## src/rtl/ass_pkg.sv

```systemverilog
// adaptive sample stop: shared types, register indexes, stop causes and sequencer states
// no dependencies
`timescale 1ns / 1ps
package ass_pkg;

  localparam int SampleW = 32;
  localparam int CountW  = 32;
  localparam int SqW     = 64;
  localparam int MplW    = 64;
  localparam int BigW    = 192;
  localparam int CfgW    = 16;
  localparam int CapW    = 11;
  localparam int CfgIdxW = 3;
  localparam int CntW    = 6;
  localparam int QShift  = 24;

  localparam logic [CfgIdxW-1:0] REG_TARGET  = 3'd0;
  localparam logic [CfgIdxW-1:0] REG_CAP     = 3'd1;
  localparam logic [CfgIdxW-1:0] REG_GAIN    = 3'd2;
  localparam logic [CfgIdxW-1:0] REG_MAXERR  = 3'd3;
  localparam logic [CfgIdxW-1:0] REG_QUANT   = 3'd4;

  localparam logic [CfgW-1:0] TARGET_RST = 16'd4;
  localparam logic [CapW-1:0] CAP_RST    = 11'd32;
  localparam logic [CfgW-1:0] GAIN_RST   = 16'd1024;
  localparam logic [CfgW-1:0] MAXERR_RST = 16'd205;
  localparam logic [CfgW-1:0] QUANT_RST  = 16'd8028;

  localparam logic [1:0] CAUSE_NONE = 2'd0;
  localparam logic [1:0] CAUSE_CAP  = 2'd1;
  localparam logic [1:0] CAUSE_CONV = 2'd2;

  typedef struct packed {
    logic [CfgW-1:0]        target;
    logic signed [CapW-1:0] cap_factor;
    logic [CfgW-1:0]        gain;
    logic [CfgW-1:0]        max_err;
    logic [CfgW-1:0]        quant;
  } cfg_t;

  typedef struct packed {
    logic               stop;
    logic [1:0]         cause;
    logic [CountW-1:0]  count;
    logic [SampleW-1:0] mean;
  } res_t;

  typedef enum logic [4:0] {
    ST_IDLE, ST_D1, ST_D1N, ST_DIV, ST_UPD, ST_D2, ST_MPRD, ST_SQ, ST_MNN,
    ST_MA1, ST_MA2, ST_MA3, ST_MA4, ST_MQ2, ST_MRHS, ST_CMP, ST_DONE
  } state_t;

endpackage

```

## src/rtl/ass_if.sv

```systemverilog
// adaptive sample stop: valid/ready channel interfaces for sample and result beats
// depends on ass_pkg
`timescale 1ns / 1ps
interface ass_in_if;
  logic                       valid;
  logic                       ready;
  logic [ass_pkg::SampleW-1:0] sample;
  logic                       first;
  modport source (output valid, sample, first, input ready);
  modport sink (input valid, sample, first, output ready);
endinterface

interface ass_out_if;
  logic                       valid;
  logic                       ready;
  logic                       stop;
  logic [1:0]                 stop_cause;
  logic [ass_pkg::CountW-1:0]  sample_count;
  logic [ass_pkg::SampleW-1:0] running_mean;
  modport source (output valid, stop, stop_cause, sample_count, running_mean, input ready);
  modport sink (input valid, stop, stop_cause, sample_count, running_mean, output ready);
endinterface

```

## src/rtl/adaptive_sample_stop.sv

```systemverilog
// adaptive sample stop top level: configuration registers, core and result register
// depends on ass_pkg, ass_if and ass_core
//
// usage
// - in_ch carries one luminance beat (sample, Q16.16 unsigned, and first) per
//   sample of the pixel; first restarts count, mean and m2 before the sample
// - out_ch returns one beat per sample: stop, stop_cause, sample_count and
//   running_mean after the update
// - cfg_we/cfg_idx/cfg_wdata write target, cap factor, gain, max error and
//   quantile; write only while the block is idle
// - the exact convergence test runs only when the cap does not fire and the
//   count has reached target and two; a sample below the mean passes an extra
//   state (ST_D1N); one beat at a time, the next beat is taken in the cycle
//   after the result leaves the core
// - the datapath uses one shared 192-bit adder: a 32-step restoring divide for
//   the mean, then shift-add multiplies one multiplier bit per cycle
// - in_ch.ready is high only while the sequencer is idle
// - a finished result sits in an output register, so a new beat is taken
//   while the receiver stalls; a second result waits in the core
// - reset (rst_n low, synchronous) clears statistics and loads register defaults
`timescale 1ns / 1ps
module adaptive_sample_stop (
  input  logic                        clk,
  input  logic                        rst_n,
  ass_in_if.sink                      in_ch,
  ass_out_if.source                   out_ch,
  input  logic                        cfg_we,
  input  logic [ass_pkg::CfgIdxW-1:0] cfg_idx,
  input  logic [ass_pkg::CfgW-1:0]    cfg_wdata
);
  import ass_pkg::*;

  cfg_t cfg_r;
  res_t res, out_r;
  logic res_valid, res_ready, core_ready;
  logic out_valid_r;

  // configuration registers
  always_ff @(posedge clk) begin
    if (!rst_n) begin
      cfg_r.target     <= TARGET_RST;
      cfg_r.cap_factor <= CAP_RST;
      cfg_r.gain       <= GAIN_RST;
      cfg_r.max_err    <= MAXERR_RST;
      cfg_r.quant      <= QUANT_RST;
    end else if (cfg_we) begin
      case (cfg_idx)
        REG_TARGET: cfg_r.target     <= cfg_wdata;
        REG_CAP:    cfg_r.cap_factor <= cfg_wdata[CapW-1:0];
        REG_GAIN:   cfg_r.gain       <= cfg_wdata;
        REG_MAXERR: cfg_r.max_err    <= cfg_wdata;
        REG_QUANT:  cfg_r.quant      <= cfg_wdata;
        default: ;
      endcase
    end
  end

  ass_core u_core (
    .clk       (clk),
    .rst_n     (rst_n),
    .cfg       (cfg_r),
    .in_valid  (in_ch.valid),
    .in_ready  (core_ready),
    .in_sample (in_ch.sample),
    .in_first  (in_ch.first),
    .res_valid (res_valid),
    .res_ready (res_ready),
    .res       (res)
  );

  assign in_ch.ready = core_ready;

  // result register, frees the core while the receiver stalls
  assign res_ready = !out_valid_r || out_ch.ready;

  always_ff @(posedge clk) begin
    if (!rst_n) begin
      out_valid_r <= 1'b0;
    end else if (res_ready) begin
      out_valid_r <= res_valid;
    end
  end

  always_ff @(posedge clk) begin
    if (res_ready && res_valid) begin
      out_r <= res;
    end
  end

  assign out_ch.valid        = out_valid_r;
  assign out_ch.stop         = out_r.stop;
  assign out_ch.stop_cause   = out_r.cause;
  assign out_ch.sample_count = out_r.count;
  assign out_ch.running_mean = out_r.mean;

endmodule

```

## src/rtl/ass_alu.sv

```systemverilog
// adaptive sample stop: shared wide adder/subtractor, carry out flags a >= b on subtract
// depends on ass_pkg
`timescale 1ns / 1ps
module ass_alu (
  input  logic [ass_pkg::BigW-1:0] a,
  input  logic [ass_pkg::BigW-1:0] b,
  input  logic                     sub,
  output logic [ass_pkg::BigW:0]   sum
);
  import ass_pkg::*;

  logic [BigW-1:0] b_op;

  assign b_op = sub ? ~b : b;
  assign sum  = {1'b0, a} + {1'b0, b_op} + {{BigW{1'b0}}, sub};

endmodule

```

## src/rtl/ass_core.sv

```systemverilog
// adaptive sample stop: sequencer and datapath, welford update and exact stop test
// depends on ass_pkg and ass_alu
`timescale 1ns / 1ps
module ass_core (
  input  logic                        clk,
  input  logic                        rst_n,
  input  ass_pkg::cfg_t               cfg,
  input  logic                        in_valid,
  output logic                        in_ready,
  input  logic [ass_pkg::SampleW-1:0] in_sample,
  input  logic                        in_first,
  output logic                        res_valid,
  input  logic                        res_ready,
  output ass_pkg::res_t               res
);
  import ass_pkg::*;

  state_t state_r, state_nxt;

  logic [CountW-1:0]  count_r;
  logic [SampleW-1:0] mean_r, s_r, d1_r, d2_r, quo_r, rem_r;
  logic [SqW-1:0]     sq_r;
  logic [MplW-1:0]    nn_r, mplier_r;
  logic [BigW-1:0]    mcand_r, acc_r, lhs_r, acc_step;
  logic [CntW-1:0]    cnt_r;
  logic               neg_r, stop_r;
  logic [1:0]         cause_r;

  logic [BigW-1:0] alu_a, alu_b;
  logic            alu_sub;
  logic [BigW:0]   alu_sum;
  logic [SampleW:0] rem_sh;
  logic [25:0]     cap_prod;
  logic            cap_hit, elig, last;

  ass_alu u_alu (.a(alu_a), .b(alu_b), .sub(alu_sub), .sum(alu_sum));

  assign rem_sh   = {rem_r, quo_r[SampleW-1]};
  assign acc_step = mplier_r[0] ? alu_sum[BigW-1:0] : acc_r;
  assign last     = (cnt_r == '0);
  assign cap_prod = 26'(cfg.cap_factor[CapW-2:0]) * 26'(cfg.target);
  assign cap_hit  = !cfg.cap_factor[CapW-1] && (CountW'(cap_prod) <= count_r);
  assign elig     = (count_r >= CountW'(cfg.target)) && (count_r >= CountW'(2));

  // next state
  always_comb begin
    state_nxt = state_r;
    unique case (state_r)
      ST_IDLE: if (in_valid) state_nxt = ST_D1;
      ST_D1:   state_nxt = alu_sum[BigW] ? ST_DIV : ST_D1N;
      ST_D1N:  state_nxt = ST_DIV;
      ST_DIV:  if (last) state_nxt = ST_UPD;
      ST_UPD:  state_nxt = ST_D2;
      ST_D2:   state_nxt = ST_MPRD;
      ST_MPRD: if (last) state_nxt = ST_SQ;
      ST_SQ:   state_nxt = (!cap_hit && elig) ? ST_MNN : ST_DONE;
      ST_MNN:  if (last) state_nxt = ST_MA1;
      ST_MA1:  if (last) state_nxt = ST_MA2;
      ST_MA2:  if (last) state_nxt = ST_MA3;
      ST_MA3:  if (last) state_nxt = ST_MA4;
      ST_MA4:  if (last) state_nxt = ST_MQ2;
      ST_MQ2:  if (last) state_nxt = ST_MRHS;
      ST_MRHS: if (last) state_nxt = ST_CMP;
      ST_CMP:  state_nxt = ST_DONE;
      ST_DONE: if (res_ready) state_nxt = ST_IDLE;
      default: state_nxt = ST_IDLE;
    endcase
  end

  // outputs and shared unit operands
  always_comb begin
    in_ready  = (state_r == ST_IDLE);
    res_valid = (state_r == ST_DONE);
    alu_a     = acc_r;
    alu_b     = mcand_r;
    alu_sub   = 1'b0;
    unique case (state_r)
      ST_D1:  begin alu_a = BigW'(s_r); alu_b = BigW'(mean_r); alu_sub = 1'b1; end
      ST_D1N: begin alu_a = BigW'(mean_r); alu_b = BigW'(s_r); alu_sub = 1'b1; end
      ST_DIV: begin alu_a = BigW'(rem_sh); alu_b = BigW'(count_r); alu_sub = 1'b1; end
      ST_UPD: begin alu_a = BigW'(mean_r); alu_b = BigW'(quo_r); alu_sub = neg_r; end
      ST_D2: begin
        alu_a   = neg_r ? BigW'(mean_r) : BigW'(s_r);
        alu_b   = neg_r ? BigW'(s_r) : BigW'(mean_r);
        alu_sub = 1'b1;
      end
      ST_SQ:  begin alu_a = BigW'(sq_r); alu_b = acc_r; end
      ST_CMP: begin alu_a = lhs_r; alu_b = acc_r; alu_sub = 1'b1; end
      default: begin alu_a = acc_r; alu_b = mcand_r; alu_sub = 1'b0; end
    endcase
  end

  always_ff @(posedge clk) begin
    if (!rst_n) begin
      state_r <= ST_IDLE;
      count_r <= '0;
      mean_r  <= '0;
      sq_r    <= '0;
      cnt_r   <= '0;
    end else begin
      state_r <= state_nxt;
      unique case (state_r)
        ST_IDLE: if (in_valid) begin
          s_r <= in_sample;
          if (in_first) begin
            count_r <= CountW'(1);
            mean_r  <= '0;
            sq_r    <= '0;
          end else if (count_r != '1) begin
            count_r <= count_r + CountW'(1);
          end
        end
        ST_D1, ST_D1N: begin
          neg_r <= (state_r == ST_D1) ? !alu_sum[BigW] : 1'b1;
          d1_r  <= alu_sum[SampleW-1:0];
          quo_r <= alu_sum[SampleW-1:0];
          rem_r <= '0;
          cnt_r <= CntW'(SampleW - 1);
        end
        ST_DIV: begin
          rem_r <= alu_sum[BigW] ? alu_sum[SampleW-1:0] : rem_sh[SampleW-1:0];
          quo_r <= {quo_r[SampleW-2:0], alu_sum[BigW]};
          cnt_r <= cnt_r - CntW'(1);
        end
        ST_UPD: mean_r <= alu_sum[SampleW-1:0];
        ST_D2: begin
          d2_r     <= alu_sum[SampleW-1:0];
          mcand_r  <= BigW'(d1_r);
          mplier_r <= MplW'(alu_sum[SampleW-1:0]);
          acc_r    <= '0;
          cnt_r    <= CntW'(SampleW - 1);
        end
        ST_SQ: begin
          sq_r    <= alu_sum[SqW] ? '1 : alu_sum[SqW-1:0];
          stop_r  <= cap_hit;
          cause_r <= cap_hit ? CAUSE_CAP : CAUSE_NONE;
          // n * (n - 1)
          mcand_r  <= BigW'(count_r);
          mplier_r <= MplW'(count_r - CountW'(1));
          acc_r    <= '0;
          cnt_r    <= CntW'(CountW - 1);
        end
        ST_CMP: if (alu_sum[BigW]) begin
          stop_r  <= 1'b1;
          cause_r <= CAUSE_CONV;
        end
        ST_DONE: ;
        default: begin
          // shift-add multiply step
          mcand_r  <= {mcand_r[BigW-2:0], 1'b0};
          mplier_r <= {1'b0, mplier_r[MplW-1:1]};
          acc_r    <= acc_step;
          cnt_r    <= cnt_r - CntW'(1);
          if (last) begin
            acc_r <= '0;
            unique case (state_r)
              ST_MPRD: acc_r <= acc_step;
              ST_MNN: begin
                nn_r     <= acc_step[MplW-1:0];
                mcand_r  <= BigW'(d2_r);
                mplier_r <= MplW'(cfg.gain);
                cnt_r    <= CntW'(CfgW - 1);
              end
              ST_MA1: begin
                mcand_r  <= acc_step;
                mplier_r <= MplW'(cfg.max_err);
                cnt_r    <= CntW'(CfgW - 1);
              end
              ST_MA2: begin
                mcand_r  <= acc_step;
                mplier_r <= acc_step[MplW-1:0];
                cnt_r    <= CntW'(MplW - 1);
              end
              ST_MA3: begin
                mcand_r  <= acc_step;
                mplier_r <= nn_r;
                cnt_r    <= CntW'(MplW - 1);
              end
              ST_MA4: begin
                lhs_r    <= acc_step;
                mcand_r  <= BigW'(cfg.quant);
                mplier_r <= MplW'(cfg.quant);
                cnt_r    <= CntW'(CfgW - 1);
              end
              ST_MQ2: begin
                mcand_r  <= BigW'({sq_r, {QShift{1'b0}}});
                mplier_r <= MplW'(acc_step[2*CfgW-1:0]);
                cnt_r    <= CntW'(2 * CfgW - 1);
              end
              ST_MRHS: acc_r <= acc_step;
              default: acc_r <= acc_step;
            endcase
          end
        end
      endcase
    end
  end

  assign res.stop  = stop_r;
  assign res.cause = cause_r;
  assign res.count = count_r;
  assign res.mean  = mean_r;

endmodule

```

## src/flat_wrapper.sv

```systemverilog
// flat-port wrapper written by rule: the top's interface ports become plain ports
module adaptive_sample_stop_flat import ass_pkg::*;
  (clk, rst_n, cfg_we, cfg_idx, cfg_wdata, in_ch_valid, in_ch_sample, in_ch_first, in_ch_ready, out_ch_valid, out_ch_stop, out_ch_stop_cause, out_ch_sample_count, out_ch_running_mean, out_ch_ready);
  ass_in_if in_ch_i ();
  ass_out_if out_ch_i ();
  input  logic clk;
  input  logic rst_n;
  input  logic cfg_we;
  input  logic [ass_pkg::CfgIdxW-1:0] cfg_idx;
  input  logic [ass_pkg::CfgW-1:0] cfg_wdata;
  input wire logic [$bits(in_ch_i.valid)-1:0] in_ch_valid;
  input wire logic [$bits(in_ch_i.sample)-1:0] in_ch_sample;
  input wire logic [$bits(in_ch_i.first)-1:0] in_ch_first;
  output wire logic [$bits(in_ch_i.ready)-1:0] in_ch_ready;
  output wire logic [$bits(out_ch_i.valid)-1:0] out_ch_valid;
  output wire logic [$bits(out_ch_i.stop)-1:0] out_ch_stop;
  output wire logic [$bits(out_ch_i.stop_cause)-1:0] out_ch_stop_cause;
  output wire logic [$bits(out_ch_i.sample_count)-1:0] out_ch_sample_count;
  output wire logic [$bits(out_ch_i.running_mean)-1:0] out_ch_running_mean;
  input wire logic [$bits(out_ch_i.ready)-1:0] out_ch_ready;
  assign in_ch_i.valid = in_ch_valid;
  assign in_ch_i.sample = in_ch_sample;
  assign in_ch_i.first = in_ch_first;
  assign in_ch_ready = in_ch_i.ready;
  assign out_ch_valid = out_ch_i.valid;
  assign out_ch_stop = out_ch_i.stop;
  assign out_ch_stop_cause = out_ch_i.stop_cause;
  assign out_ch_sample_count = out_ch_i.sample_count;
  assign out_ch_running_mean = out_ch_i.running_mean;
  assign out_ch_i.ready = out_ch_ready;
  adaptive_sample_stop u_core (.clk(clk), .rst_n(rst_n), .in_ch(in_ch_i), .out_ch(out_ch_i), .cfg_we(cfg_we), .cfg_idx(cfg_idx), .cfg_wdata(cfg_wdata));
endmodule
```

## config.mk

```make
export PLATFORM = sky130hd
export DESIGN_NAME = adaptive_sample_stop_flat
export DESIGN_NICKNAME = d
export VERILOG_FILES = /design/src/rtl/ass_pkg.sv /design/src/rtl/ass_if.sv /design/src/rtl/adaptive_sample_stop.sv /design/src/rtl/ass_alu.sv /design/src/rtl/ass_core.sv /design/src/flat_wrapper.sv
export SDC_FILE = /design/constraint.sdc
export NUM_CORES = 2
export LEC_CHECK = 0
export ABC_AREA = 1
export BUFFER_PORTS_ARGS = -buffer_cell sky130_fd_sc_hd__buf_2
export CORE_MARGIN = 10
export CORE_UTILIZATION = 38
export CTS_BUF_LIST = sky130_fd_sc_hd__clkbuf_4
export CTS_CLUSTER_SIZE = 24
export DETAILED_ROUTE_END_ITERATION = 6
export GPL_ROUTABILITY_DRIVEN = 0
export SKIP_CTS_REPAIR_TIMING = 1
export SLEW_MARGIN = 10
export SYNTH_ARGS = -nofsm -noshare
export SYNTH_HDL_FRONTEND = slang
export SYNTH_HIERARCHICAL = 1
export SYNTH_SLANG_ARGS = --single-unit
export TNS_END_PERCENT = 10
```

## constraint.sdc

```tcl
create_clock -name clk -period 45.6 [get_ports clk]
set_clock_uncertainty 0.1 [all_clocks]
set_input_delay 4.56 -clock clk [delete_from_list [all_inputs] [get_ports clk]]
set_output_delay 4.56 -clock clk [all_outputs]
set_load 0.1 [all_outputs]
```

# == Word level (Yosys, flattened, before mapping) ==
# Cells that the tools add are included.
# totals
register_bits,1150
in_bits,57
output_inout_bits,69
# classes
addsub,5
n_mul,1
order_cmp,3
eq_ne,34
mux,50
bitwise_logic,3
reduce_logical,47
# ops
operator,count
$pmux W192 S6,2
$mux W192,5
$pmux W192 S4,1
$pmux W192 S3,1
$pmux W192 S2,1
$pmux W64 S6,1
$mux W64,4
$mux W32,7
$add A192 B192 Y193,1
$add A193 B1 Y193,1
$not A192 Y192,1
$pmux W32 S2,3
$pmux W64 S3,1
$pmux W64 S2,1
$pmux W5 S17,1
$mux W5,12
$eq A5 B4 Y1 const B,8
$pmux W6 S3,2
$sub A32 B1 Y33 const B,1
$add A32 B1 Y32 const B,1
$ge A32 B16 Y1,1
$ge A32 B2 Y1 const B,1
$le A26 B32 Y1,1
$ne A32 B32 Y1 const B,1
other kinds (34),84

# == Depth between registers and ports, before layout ==
# logic_depth
word_depth,11
depth_mapped,38

# == Modules after synthesis ==
# The synthesis kept the hierarchy.
# by_module_without_submodules
module,instances,cells_per_inst,area_per_inst_um2,seq_area_each_um2
ass_core,1,6155,55135.4,28847.7
ass_alu,1,5198,24517.3,0.0
adaptive_sample_stop,1,496,5032.3,3533.4

# == Worst setup path after synthesis ==
# No wires, ideal clock.
# synth_path
path_kind,input -> register
start,input rst_n
end,register u_core.u_core.lhs_r[0] (enable)
arrival_ns,45.452
setup_slack_ns,-0.697
cell_stages,4
n_path_buf,0
cell_sequence,nand3_1 -> nor3_1 -> nand2_1 -> nor2_1
# synth_via
elab_chain_cells,1
# synth_lines
item,line,source
from (decl),flat_wrapper.sv:7,input logic rst_n;
$reduce_and A4 Y1 (no line),n/a,
to (signal assigned),ass_core.sv:180,lhs_r <= acc_step;
to (decl),ass_core.sv:24,"logic [BigW-1:0] mcand_r, acc_r, lhs_r, acc_step;"
# No other way between the ends.
# A chain may end at the register's enable or synchronous reset.

# == Final worst setup path ==
# layout_path
start,register u_core.u_core.state_r[3]
end,"register u_core.u_core.quo_r[0], data pin"
# layout_via
elab_cells_between_ends,19
classes_between,add/sub (2); eq/ne (7); mux (5); bitwise (1); reduce/logical (4)
# layout_lines
item,line,source
from (decl),ass_core.sv:18,"state_t state_r, state_nxt;"
from (signal assigned),ass_core.sv:101,state_r <= state_nxt;
"$eq A5 B1 Y1, or another cell as far along",ass_core.sv:77,unique case (state_r)
$reduce_or A5 Y1 (no line),n/a,
$pmux W1 S2 (*),ass_core.sv:77,
named net u_core.u_core.alu_sub,ass_core.sv:30,logic alu_sub;
$mux W192,ass_alu.sv:14,assign b_op = sub ? ~b : b;
$add A192 B192 Y193,ass_alu.sv:15,"assign sum = {1'b0, a} + {1'b0, b_op} + {{BigW{1'b0}}, sub};"
$add A193 B1 Y193 (*),ass_alu.sv:15,
named net u_core.u_core.alu_sum[192],ass_core.sv:31,logic [BigW:0] alu_sum;
$pmux W32 S2 (*),ass_core.sv:102,unique case (state_r)
to (signal assigned),ass_core.sv:116,quo_r <= alu_sum[SampleW-1:0];
to (signal assigned),ass_core.sv:122,"quo_r <= {quo_r[SampleW-2:0], alu_sum[BigW]};"
to (decl),ass_core.sv:21,"logic [SampleW-1:0] mean_r, s_r, d1_r, d2_r, quo_r, rem_r;"
# Mark *: on every way through the listed nets, which the timed path passes. The rest lies on a longest branch.

==> impl_results.md <==
* Status: complete, no violations
* Delay-heaviest family, CP: buffers and inverters
* Rows at 173
* Die width at a little under 500 microns
* Routed met1 length at around 140 mm
* Die Y at a little under 500 microns
* DRT Wirelength at between 300 and 400 mm
* Max Fclk at between 100 and 150 MHz
* Drt wl/cell at between 20 and 25 microns
* Most frequent cells in the layout: 3647 x nand2_1, 2251 x inv_1, 961 x nor2_1, 935 x edfxtp_1, 535 x o21ai_0
* Buffers on Ports at ~130
* Cell variety after synth at 57
* Worst-Margin Slew at roughly 1.3 ns
* Antenna-violating nets left at 0
* Critical path peak fanout at 52
* Critical Path Source Type: flip-flop
* Drt pass-1 iters at 7
* Starting DRT DRC Count at 11.6k
* Final setup vio count at 0
* CTS tree: built
* Critical path's slowest cell: buf_4
* Initial antenna violation count at 27
* Flops & latches, synth at roughly 1.2k
* CP Class: flip-flop to flip-flop
* Hold Crit Class: flip-flop to flip-flop
* Fraction of layout cells with a size suffix above 1 at roughly 8.4%
* Total core area at roughly 220000 sq um
* Clock transition at path regs at around 0.070 ns
* DRC viols at 0
* Max-slew violations at 0
* Total track usage at approximately 27%
* First-pass GRT wire length at ~500 mm
* # nets final at about 12k
* WP data required at 46.59 ns
* Worst Path Arrival at about 9.5 ns
* Die Footprint at ~240000 sq um
* Vias in the first global route at between 70k and 80k
* Mapped Nets at about 12k
* Gr ovfl total at 0
* Pin count of the biggest net entering global routing at 170
* Setup crit end kind: flip-flop
* Yosys Warn Count at 6
* Clock sink count at roughly 1.2k
* Period utilisation layout at 18.6%
* DR vias at 82.7k
* Io pins at about 130
* Crit path buffers/inverters at 6
* Clk root buf: clkbuf_4
* Maximum Capacitance Violations at 0
* Slew headroom at approximately 14%
* Hold Vio Cnt, Final at 0
* Sequential area share after synthesis at between 30% and 40%
* CTS buffer count at approximately 330
* DR WL met3 at around 48 mm
* Wire length on met2 at around 130 mm
* Final TNS setup at 0 ns
* Final min period at roughly 8.5 ns
* Post-Synthesis Cells at 11.8k
* Htree depth at 5
* Synthesized cell area at ~85000 sq um
* Area growth, synth to finish at 8.99%
* RSZ-0062 raised after global routing: no
* Initial Util at about two fifths
* Avg Cell Area, Syn at 7.15 sq um
* Commonest non-fill, non-tap cell in the layout: nand2_1
* Cell mode on critical path: buf_4
* Highest metal layer with signal wires: met5
* Clock Latency Late Sink at 1.43 ns
* Bufs on Longest Clock Path at 4
* HPWL Detailed at 255 mm
* Critical path, cell by cell: nor2_1 > nand3_2 > buf_4 > nand4_1 > buf_4 > buf_4 > buf_4 > xor2_1 > ha_1 > nand2_1 > inv_1 > a21oi_1 > o21ai_0 > a21oi_1 > o21bai_1 > a21oi_1 > nand2_2 > buf_4 > nand2_2 > o21ai_0
* Vias/cell at ~5.4
* CP max stage delay at 0.89 ns
## final cells by class
| type | instances | area [sq um] |
|---|---|---|
| flip-flops and latches | 1150 | 32400 |
| clock inverters | 79 | 392 |
| multi-input cells | 7942 | 41900 |
| diodes | 11 | 27.5 |
| inverters | 2327 | 8760 |
| fillers | 23600 | 130000 |
| clock buffers | 482 | 3620 |
| repair buffers | 234 | 1510 |
| well taps | 2975 | 3720 |
## stage by stage
step                worst slack (ns)  util [%]  area [sq um]  cells  hold WS, ns
floorplan                      13.68         -         84700  11800        0.300
global placement               36.53      39.8         88300  14600        0.348
detailed placement             36.49      39.8         88300  14600        0.353
CTS                            37.52      41.6         92300  15200        0.361
global route                   36.87      41.6         92300  15200        0.372
finish                         37.14      41.6         92300  15200        0.350
## routing by layer
metal,global-route usage [%],up-vias
met5,0,-
met4,12.4,34
met3,9.18,972
met2,37.3,5103
met1,37.9,38400
li1,-,38100
## state kept, by name (all words and copies together), names as in the netlist, 64 cells and up
register / cells
u_core/cfg_r: 75
u_core/u_core/acc_r: 192
u_core/u_core/lhs_r: 192
u_core/u_core/mcand_r: 192
u_core/u_core/mplier_r: 64
u_core/u_core/nn_r: 64
u_core/u_core/sq_r: 64
## logic make-up after synthesis
kind of cell,after synthesis,synth area share [%]
XOR/XNOR,356,3.68
AO/OA/AOI/OAI,1830,12.8
AND/OR/NAND/NOR,5333,25.6
adder cells (fa/ha/maj),423,7.23
buffers and inverters,2757,12.5
flip-flops,1150,38.2
## synthesized netlist by cell type (all sizes together)
cell / count / area, sq um
or2: 2 / 12.5
a221oi: 37 / 324
nor3b: 1 / 7.51
nand3b: 37 / 345
xor2: 344 / 3010
o211ai: 87 / 653
inv: 2311 / 8670
and2: 4 / 25.0
nor4: 20 / 131
nor3: 86 / 568
xnor2: 12 / 105
o21ai: 628 / 3150
a32oi: 23 / 201
clkinv: 16 / 60.1
buf: 168 / 852
clkbuf: 262 / 983
o311ai: 1 / 8.76
nand2: 3716 / 14100
and3: 2 / 12.5
a211oi: 4 / 30.0
fa: 111 / 2220
o2111ai: 43 / 377
dfxtp: 215 / 4300
nand3: 320 / 1620
nor2: 1075 / 4390
o31ai: 3 / 22.5
o21a: 12 / 90.1
a41o: 2 / 20.0
nand4: 70 / 438
o41ai: 2 / 17.5
edfxtp: 935 / 28100
o21bai: 24 / 180
a21boi: 7 / 52.6
a21o: 4 / 30.0
a22oi: 87 / 653
o221ai: 67 / 587
o22ai: 234 / 1460
a31oi: 24 / 150
a21oi: 510 / 2550
ha: 312 / 3900
a22o: 31 / 272
## path summary, 6_finish.rpt
| kind | start | end | slack, ns | depth (start not counted) |
|---|---|---|---|---|
| max | u_core/u_core/state_r[3] | u_core/u_core/quo_r[0] | 37.14 | 20 |
| min | u_core/u_core/mplier_r[49] | u_core/u_core/mplier_r[48] | 0.35 | 2 |
| max reg2reg | u_core/u_core/state_r[3] | u_core/u_core/quo_r[0] | 37.14 | 20 |
| min reg2reg | u_core/u_core/mplier_r[49] | u_core/u_core/mplier_r[48] | 0.35 | 2 |
## worst min-delay path, stage by stage (launching register included)
cell	delay, ns
edfxtp_1	0.33
nand2_1	0.05
o211ai_1	0.07
Power is not shown: default switching activity piles up to over one toggle a cycle in this logic, so the estimate is an artifact.
